<file path="src/design/hbcd_pkg.sv">
package hbcd_pkg;

  localparam int unsigned SLOTS_DEF   = 1024;
  localparam int unsigned BUCKETS_DEF = 601;
  localparam int unsigned KEY_W       = 31;
  localparam int unsigned FILE_W      = 8;
  localparam int unsigned BLOCK_W     = 23;
  localparam int unsigned SLOT_OUT_W  = 10;

  typedef enum logic [3:0] {
    ST_CLEAR,
    ST_IDLE,
    ST_HASH,
    ST_HEAD_RD,
    ST_HEAD_LD,
    ST_WALK_RD,
    ST_WALK_CHK,
    ST_MISS,
    ST_SW_CHK,
    ST_SW_V,
    ST_FB_KEY,
    ST_FB_HD,
    ST_FB_CHK,
    ST_LINK_RD,
    ST_LINK_WR
  } state_e;

endpackage

</file>
<file path="src/design/hbcd_ram.sv">
module hbcd_ram
  import hbcd_pkg::*;
#(
  parameter int unsigned WIDTH = 8,
  parameter int unsigned DEPTH = 16,
  localparam int unsigned AW = (DEPTH > 1) ? $clog2(DEPTH) : 1
) (
  input  logic             clk_i,
  input  logic             we_i,
  input  logic [AW-1:0]    waddr_i,
  input  logic [WIDTH-1:0] wdata_i,
  input  logic [AW-1:0]    raddr_i,
  output logic [WIDTH-1:0] rdata_o
);

  logic [WIDTH-1:0] mem_q [DEPTH];
  logic [WIDTH-1:0] rdata_q;

  always_ff @(posedge clk_i) begin
    if (we_i) begin
      mem_q[waddr_i] <= wdata_i;
    end
    rdata_q <= mem_q[raddr_i];
  end

  assign rdata_o = rdata_q;

endmodule

</file>
<file path="config.mk">
export PLATFORM = sky130hd
export DESIGN_NAME = hbcd_ram
export DESIGN_NICKNAME = d
export VERILOG_FILES = /design/src/design/hbcd_pkg.sv /design/src/design/hbcd_ram.sv
export SDC_FILE = /design/constraint.sdc
export NUM_CORES = 1
export LEC_CHECK = 0
export ABC_CLOCK_PERIOD_IN_PS = 3450
export BUFFER_PORTS_ARGS = -buffer_cell sky130_fd_sc_hd__buf_2
export CAP_MARGIN = 20
export CORE_AREA = 2 2 137 139
export CTS_CLUSTER_DIAMETER = 40
export DETAILED_ROUTE_END_ITERATION = 6
export DIE_AREA = 0 0 139 141
export SYNTH_ARGS = -nofsm -noshare
export SYNTH_HDL_FRONTEND = slang
export SYNTH_SLANG_ARGS = --single-unit
export TNS_END_PERCENT = 20
</file>
<file path="constraint.sdc">
create_clock -name clk_i -period 3.45 [get_ports clk_i]
set_input_delay 0.5175 -clock clk_i [delete_from_list [all_inputs] [get_ports clk_i]]
set_output_delay 0.5175 -clock clk_i [all_outputs]
set_load 0.01 [all_outputs]
</file>
==> results of run 1 <==
[worst max-delay path: stages]
cell and delay, ns:
buf_2 0.44, buf_12 0.26, mux4_1 0.56, a22oi_1 0.28, nand2_1 0.11
[sequential cells by signal, summed over array words and instances, names as in the netlist]
register  flops
rdata_o       8
mem_q       128
[power by group]
part / switching, mW / internal (mW)
clock: 0.666 / 1.21
combinational: 0.0988 / 0.0688
sequential: 0.0126 / 1.85
total: 0.778 / 3.13
[cells in the final DEF (no fill, tap or decap), types with 4 or more instances in the layout]
cell | synthesis | routed
a22oi_1 | 16 | 16
buf_2 | 3 | 25
buf_4 | 1 | 4
bufinv_16 | 0 | 4
clkbuf_16 | 0 | 17
clkinvlp_4 | 0 | 5
dfxtp_1 | 8 | 8
edfxtp_1 | 128 | 128
mux4_1 | 14 | 14
mux4_2 | 18 | 18
nand2_1 | 9 | 9
nor2_1 | 13 | 13
nor3_1 | 4 | 4
[cells by family (layout without fill, tap and decap cells)]
| kind of cell | Yosys count | after routing | synth area share (%) |
|---|---|---|---|
| AOI/OAI and AO/OA | 16 | 16 | 2.33 |
| muxes | 32 | 32 | 15.0 |
| and+or+nand+nor | 35 | 35 | 3.18 |
| DFF | 136 | 136 | 77.8 |
| buffers and inverters | 10 | 62 | 1.68 |
[per-layer routing]
metal / vias up / track usage [%]
li1: 1053 / -
met1: 1210 / 14.3
met2: 93 / 16.4
met3: 14 / 3.57
met4: 0 / 4.84
met5: - / 0
[worst max path at each step]
stage	endpoint
2_1_floorplan	mem_q[0][0]$_DFFE_PP_
3_3_place_gp	rdata_o[3]$_DFF_P_
3_5_place_dp	rdata_o[1]$_DFF_P_
4_1_cts	rdata_o[1]$_DFF_P_
5_1_grt	rdata_o[1]$_DFF_P_
6_report	rdata_o[1]$_DFF_P_
[metrics by stage]
stage               setup slack [ns]  instance area [um^2]  cells  utilization [%]
global placement                1.09                  5530    483             30.3
CTS                             1.55                  6160    515             33.7
finish                          1.55                  6160    515             33.7
global route                    1.43                  6160    515             33.7
detailed placement              1.11                  5530    483             30.3
floorplan                       1.44                  5150    229                -
[cell type report]
cell class | count | area (um^2)
fill | 1726 | 12100
sequential | 136 | 4000
multi-input combinational | 83 | 1060
clock buffer | 18 | 429
tap | 234 | 293
clock inverter | 14 | 198
timing repair buffer | 30 | 175
==> run metrics, run 1 <==
CP Launch Type input port; Hold EP mem_q[10][1]$_DFFE_PP_; GRT Total Usage 10.9%; Synth Cell Area 5150 um^2; number of routed nets with antenna violations 0; Hold Startpoint wdata_i[1]; gr ovfl total 0; Placeable Area 18,300 um^2; worst hold slack a little under 0.5 ns; worst hold stages 1; Final Total Pwr 3.91 mW; critical path peak fanout 17; fin. max-slew vios 0; Worst-Margin Slew ~0.95 ns; Crit path required time 3.74 ns; post-synthesis sequential area ratio 77.8%; routed wl met3 roughly 720 um; CTS resizes 0; RePlAce Congestion approximately 0.73; share of cells above drive strength 1 between 20% and 30%; Yosys top cell area share 74.7%; Ports 26; initial core utilization between 20 and 30%; Yosys Warn Count 0; Worst EP arrival 2.19 ns; setup bufs post-CTS 0; clk slew on worst S/H paths 0.06 ns; vias in the first global route 2,557; CP Class in2reg; synth top area cells edfxtp_1, mux4_2, mux4_1; f_max between 500 and 600 MHz; drt via density roughly 4.6; top sig layer met4; Worst Setup End Kind flip-flop; Routed WL 9.85 mm; wire length per cell 19.1 um; detailed-route via count 2,370; Post-Synthesis Cells between 200 and 250; Final Hold Fails 0; asr flop ratio synth 0%; unrepaired setup endpoints after global routing false; ant diodes 0; clk sinks 136; First-pass DRT Iterations 4; crit share post-route between 50% and 60%; HP Class in2reg; Final Critical Period ~1.9 ns; Met2 Routed Length 4.53 mm; Post-synth top flop edfxtp_1; CTS root buffer clkbuf_16; initial antenna violation count 0; largest net degree at the start of global routing 33; fin nets 286; CTS Buf Count 17; clk_lat worst skew 0.42 ns; clk_skew between 0.007 and 0.008 ns; IO Port Bufs 25; Commonest cells post-synth edfxtp_1, mux4_2, a22oi_1, mux4_1, nor2_1; die span in y 141 um; setup TNS 0 ns; first-pass GRT wire length between 15 and 20 mm; Netlist cell types 19; Finish-stage setup viols 0; PwrDens 635 nW/um^2; max cap viols 0; Worst Reg-to-Reg Cells 3; Site Rows 50; LEAKAGE just over 2 nW; Rel. slew slack 36.5%; r2r setup slk 2.03 ns; Worst R2R End rdata_o[5]$_DFF_P_; R2R Path Start mem_q[1][5]$_DFFE_PP_; DIE AREA slightly below 20,000 um^2; Avg Cell Area, Syn between 20 and 25 um^2; Synth Register Bits 136; # DRC 0; CTS tree yes; clk buf depth 2; most numerous cell in the Yosys netlist edfxtp_1; cell taking the most area after synthesis edfxtp_1; HPWL after DPL 6.50 mm; met1 WL between 4 and 5 mm; die width 139 um; VDD IR max 370 uV; number of synthesized flops with an enable pin ~130; Max H-tree Level 4; initial drt markers 188; crit path from raddr_i[0]; Mapped Nets 247; area added between synthesis and finish 19.6%; status complete, no violations; number of buffers inserted by hold repair at cts 0
Power figures use the tool's default switching activity.
==> run 2, diff against run 1 <==
- ABC_AREA: not set -> 1
- ABC_CLOCK_PERIOD_IN_PS: 3450 -> 1700
- CORE_AREA: 2 2 137 139 -> 2 2 145 147
- DIE_AREA: 0 0 139 141 -> 0 0 147 149
- clock period: 3.45 -> 1.7 ns (I/O delays scaled with it)
==> run 2 against run 1 <==
  * Total power rose by 94%
  * Final area rose by 11%
  * Cell count is 72% higher
  * Flip-flop and latch count unchanged
  * Synthesized area grew 12%
==> run metrics, run 2 <==
status complete, no violations; Final Hold Fails 0; largest net degree at the start of global routing 65; most frequent cells in the layout nand2_1, edfxtp_1, inv_1; clk sinks 136; CP Launch Type flip-flop; commonest non-fill, non-tap cell in the layout nand2_1; Max H-tree Level 4; critical path depth 1; clk_skew 0.00810 ns; setup bufs post-CTS 0; IO Port Bufs 25; Rel. slew slack between 60% and 70%; CTS resizes 0; number of buffers inserted by hold repair at cts 0; largest register by flop count mem_q; Worst-Margin Slew ~0.48 ns; final cell count without fillers around 880; WP buf/inv 1; PwrDens roughly 1100 nW/um^2; Synth Area in XOR/XNOR 0%; drt via density 4.19; clk slew on worst S/H paths 0.06 ns; multiplexer share of the synthesized area 0%; Crit path required time 1.44 ns; delay-heaviest family, CP flip-flops; HPWL after DPL 7.69 mm; Post-Synthesis Cells 551; LEAKAGE 2.93 nW; Worst Setup End Kind output pin; GRT Total Usage 12.1%; area added between synthesis and finish 18.4%; adder-cell share of the synthesized area 0%; asr flop ratio synth 0%; Mapped Nets ~570; CTS root buffer clkbuf_16; post-synthesis sequential area ratio 69.4%; CTS Buf Count 17; Yosys Warn Count 0; initial antenna violation count 0; Synth Area in Simple Gates 21.0%; Commonest cells post-synth nand2_1, edfxtp_1, inv_1, nand3_1, nor2_1; f_max 833 MHz; slowest cell on the critical path dfxtp_1; most numerous cell in the Yosys netlist nand2_1; Final Total Pwr 7.57 mW; crit path cell chain buf_2; Netlist cell types 12; Yosys top cell area share 66.7%; max cap viols 0; fin nets 614; DIE AREA around 22,000 um^2; initial drt markers 284; synth top area cells edfxtp_1, nand2_1, nand3_1; share of cells above drive strength 1 12.8%; max reg flops 128; fin. max-slew vios 0; RePlAce Congestion 0.737; number of routed nets with antenna violations 0; initial core utilization approximately 28%; Placed Cells 852; clk buf depth 2; worst hold stages 1; die width around 150 um; die span in y 149 um; main combinational cell family by area after synthesis simple AND/OR/NAND/NOR gates; Post-synth top flop edfxtp_1; CP Class reg2out; worst hold slack between 0.2 and 0.25 ns; setup TNS 0 ns; Synth Register Bits 136; final core occ 33.2%; detailed-route via count roughly 3,700; clk_lat worst skew between 0.4 and 0.5 ns; Routed WL 12.4 mm; cell taking the most area after synthesis edfxtp_1; vias in the first global route 3,595; VDD IR max 712 uV; Finish-stage setup viols 0; first-pass GRT wire length 19.7 mm; ant diodes 0; Final Critical Period 1.20 ns; Site Rows 53; Avg Cell Area, Syn 10.5 um^2; wire length per cell 14.0 um; crit share post-route between 70 and 80%; number of synthesized flops with an enable pin roughly 130; unrepaired setup endpoints after global routing false; critical path peak fanout 1; Placeable Area between 20,000 and 25,000 um^2; HP Class in2reg; Worst Reg-to-Reg Cells 6; Synth Cell Area 5770 um^2; First-pass DRT Iterations 4; # DRC 0; Ports 26; CTS tree yes; slowest stage delay, CP 0.37 ns; Worst EP arrival roughly 0.95 ns; gr ovfl total 0; compound-cell area share of the yosys netlist 0%; fill cell count 2,089
==> run 2: cell count changes after synthesis, moves of 4 or more <==
| cell | delta |
|---|---|
| nand2_1 | +164 |
| inv_1 | +100 |
| nand3_1 | +96 |
| mux4_2 | -18 |
| a22oi_1 | -16 |
| mux4_1 | -14 |
| buf_2 | +10 |
| nor2_1 | +4 |
| nor3_1 | -4 |
==> run 2: cells by family (layout without fill, tap and decap cells) <==
kind of cell | after synthesis | count (layout)
buffers and inverters | 126 | 184
flip-flops | 136 | 136
AND/OR/NAND/NOR | 289 | 289
==> run 2: stage by stage <==
stage	cell area [um^2]	worst slack (ns)
after floorplan	5770	0.494
after global placement	6280	0.298
after detailed placement	6280	0.266
after CTS	6830	0.460
after global routing	6830	0.468
final	6830	0.500
==> run 2: final cells by class <==
class / instances / area [um^2] / share of cell area (%)
multi-input combinational: 289 / 1210 / 17.8
tap: 275 / 344 / 5.04
timing repair buffer: 50 / 338 / 4.95
sequential: 136 / 4000 / 58.6
clock inverter: 3 / 15.0 / 0.220
inverter: 102 / 383 / 5.61
clock buffer: 29 / 531 / 7.77
==> run 2: per-layer routing <==
metal  wire length (um)  up-vias  GRT usage, %
li1                   -     1858             -
met1               5670     1756          15.4
met2               5910       68          19.4
met3                448       24          2.84
met4                323        0          6.30
met5                  0        -             0
==> run 2: final timing paths <==
path / startpoint / endpoint / slack (ns)
worst max register to register: mem_q[9][1]$_DFFE_PP_ / rdata_o[1]$_DFF_P_ / 0.72
worst max-delay path: rdata_o[5]$_DFF_P_ / rdata_o[5] / 0.50
worst min register to register: mem_q[2][0]$_DFFE_PP_ / rdata_o[0]$_DFF_P_ / 0.66
worst min-delay path: wdata_i[6] / mem_q[11][6]$_DFFE_PP_ / 0.22
==> run 2: power by group <==
| group | switching (mW) | internal (mW) | total, mW |
|---|---|---|---|
| clock network | 1.25 | 2.09 | 3.35 |
| logic | 0.310 | 0.143 | 0.453 |
| registers | 0.0241 | 3.75 | 3.77 |
==> run 3, diff against run 2 <==
- ABC_AREA: 1 -> 0
- ABC_CLOCK_PERIOD_IN_PS: 1700 -> 1200
- CORE_AREA: 2 2 145 147 -> 2 2 137 139
- DIE_AREA: 0 0 147 149 -> 0 0 139 141
- clock period: 1.7 -> 1.2 ns (I/O delays scaled with it)
==> run 3 against run 2 <==
  * The flow now finishes with violations (negative setup slack)
  * Core utilization rose by 1.9 points
  * Largest cell class unchanged
  * Wire length fell by 16%
  * Setup slack got worse by 0.56 ns
  * Critical path depth rose by 2
==> run metrics, run 3 (synthesis gave the netlist of run 1 again) <==
initial antenna violation count 0; Max H-tree Level 4; Worst Setup End Kind flip-flop; Worst-Margin Slew 1.01 ns; area added between synthesis and finish 24.7%; area of the multi-input gates 1090 um^2; crit path from mem_q[3][3]$_DFFE_PP_; failing checks negative setup slack; Met2 Routed Length 4.95 mm; status finished with violations; number of routed nets with antenna violations 0; First-pass DRT Iterations 4; RePlAce Congestion 0.734; CP Launch Type flip-flop; clk_lat worst skew 0.41 ns; clk slew on worst S/H paths roughly 0.060 ns; Ports 26; GRT Total Usage 11.1%; final cell count without fillers 538; worst hold stages 1; fill cell count 1,696; Finish-stage setup viols 8; CTS Buf Count 17; CTS tree yes; Worst EP arrival 1.55 ns; Rel. slew slack around 33%; unrepaired setup endpoints after global routing true; fin nets slightly above 300; IO Port Bufs 25; Placed Cells just over 500; clk buf depth 2; Crit path required time about 1.5 ns; gr ovfl total 0; r2r setup slk -0.06 ns; die span in y 141 um; first-pass GRT wire length 16.0 mm; VDD IR max 1060 uV; Placeable Area roughly 18,000 um^2; largest net degree at the start of global routing 22; wire length per cell 19.4 um; Final Critical Period 1.26 ns; initial drt markers 257; R2R Path Start mem_q[3][3]$_DFFE_PP_; LEAKAGE 2.11 nW; critical path peak fanout 1; Post-Place Worst Slack -0.417 ns; Worst R2R End rdata_o[3]$_DFF_P_; f_max 793 MHz; met1 WL 4.75 mm; vias in the first global route 2,672; HPWL after DPL 6.93 mm; detailed-route via count 2,456; CP Class reg2reg; PwrDens 1750 nW/um^2; die width roughly 140 um; Worst Setup EP rdata_o[3]$_DFF_P_; clk_skew 0.00926 ns; most frequent cells in the layout edfxtp_1, mux4_2, buf_2; max reg flops 128; fin worst setup slack -0.0606 ns; Worst Reg-to-Reg Cells 3; Routed WL 10.4 mm; share of cells above drive strength 1 42.4%; largest register by flop count mem_q; crit share post-route 105%; max cap viols 0; CTS root buffer clkbuf_16; fin. max-slew vios 0; routed wl met3 599 um; HP Class in2reg; Final Hold Fails 0; initial core utilization 28.2%; commonest non-fill, non-tap cell in the layout edfxtp_1; DIE AREA around 20,000 um^2; # DRC 0; top sig layer met4; Site Rows 50; setup TNS -0.302 ns; clk sinks 136; ant diodes 0; final core occ between 30% and 40%; drt via density 4.57; Register Area 4000 um^2
run 3: cell types whose count changed in the layout (fill, tap and decap cells not counted), sizes merged, moves of 2 or more:
cell      delta
nor3         +4
buf          +4
mux4        +32
inv        -101
bufinv       +4
clkinvlp     +4
nand2b       +2
nand2      -164
clkbuf      -11
nor2         -4
a22oi       +16
nand3       -96
run 3: how the worst min path moves through the flow:
stage          slack, ns                    end               start
3_5_place_dp        0.58             rdata_o[0]  rdata_o[0]$_DFF_P_
2_1_floorplan       0.28  mem_q[0][0]$_DFFE_PP_          wdata_i[0]
4_1_cts             0.15  mem_q[6][1]$_DFFE_PP_          wdata_i[1]
5_1_grt             0.16  mem_q[4][1]$_DFFE_PP_          wdata_i[1]
6_report            0.16  mem_q[0][1]$_DFFE_PP_          wdata_i[1]
3_3_place_gp        0.57  mem_q[6][5]$_DFFE_PP_          wdata_i[5]
run 3: worst max-delay path, stage by stage, from the launching register on:
cell	delay, ns
edfxtp_1	0.36
mux4_2	0.49
a22oi_2	0.21
nand2_1	0.08
run 3: stage by stage:
stage / hold slack [ns] / instance area [um^2] / power (mW)
floorplan: 0.279 / 5180 / 5.72
global placement: 0.565 / 5800 / 5.98
detailed placement: 0.583 / 5800 / 5.99
CTS: 0.147 / 6410 / 11.3
global route: 0.160 / 6420 / 11.5
finish: 0.160 / 6420 / 11.2
run 3: layer usage:
metal | track usage [%] | vias to the layer above
met2 | 17.6 | 83
met3 | 3.46 | 9
met1 | 14.8 | 1276
li1 | - | 1088
met5 | 0 | -
met4 | 3.30 | 0
run 3: what timing repair did:
action,4_1_cts,5_1_grt
pin swaps,11,2
hold buffers,0,0
setup endpoints to repair,8,8
endpoints found under the hold margin,0,0
gates resized for setup,21,3
setup buffers,0,0
run 3: cell type report:
cell class	instances	area share [%]
flip-flops and latches	136	62.4
multi-input cells	83	17.1
clock buffers	18	6.69
repair buffers	54	6.51
well taps	234	4.56
clock inverters	13	2.79
run 3: where the power goes:
group / internal [mW] / switching (mW) / total, mW
clock network: 3.45 / 1.85 / 5.29
registers: 5.31 / 0.0359 / 5.35
logic: 0.256 / 0.320 / 0.576
total: 9.02 / 2.20 / 11.2
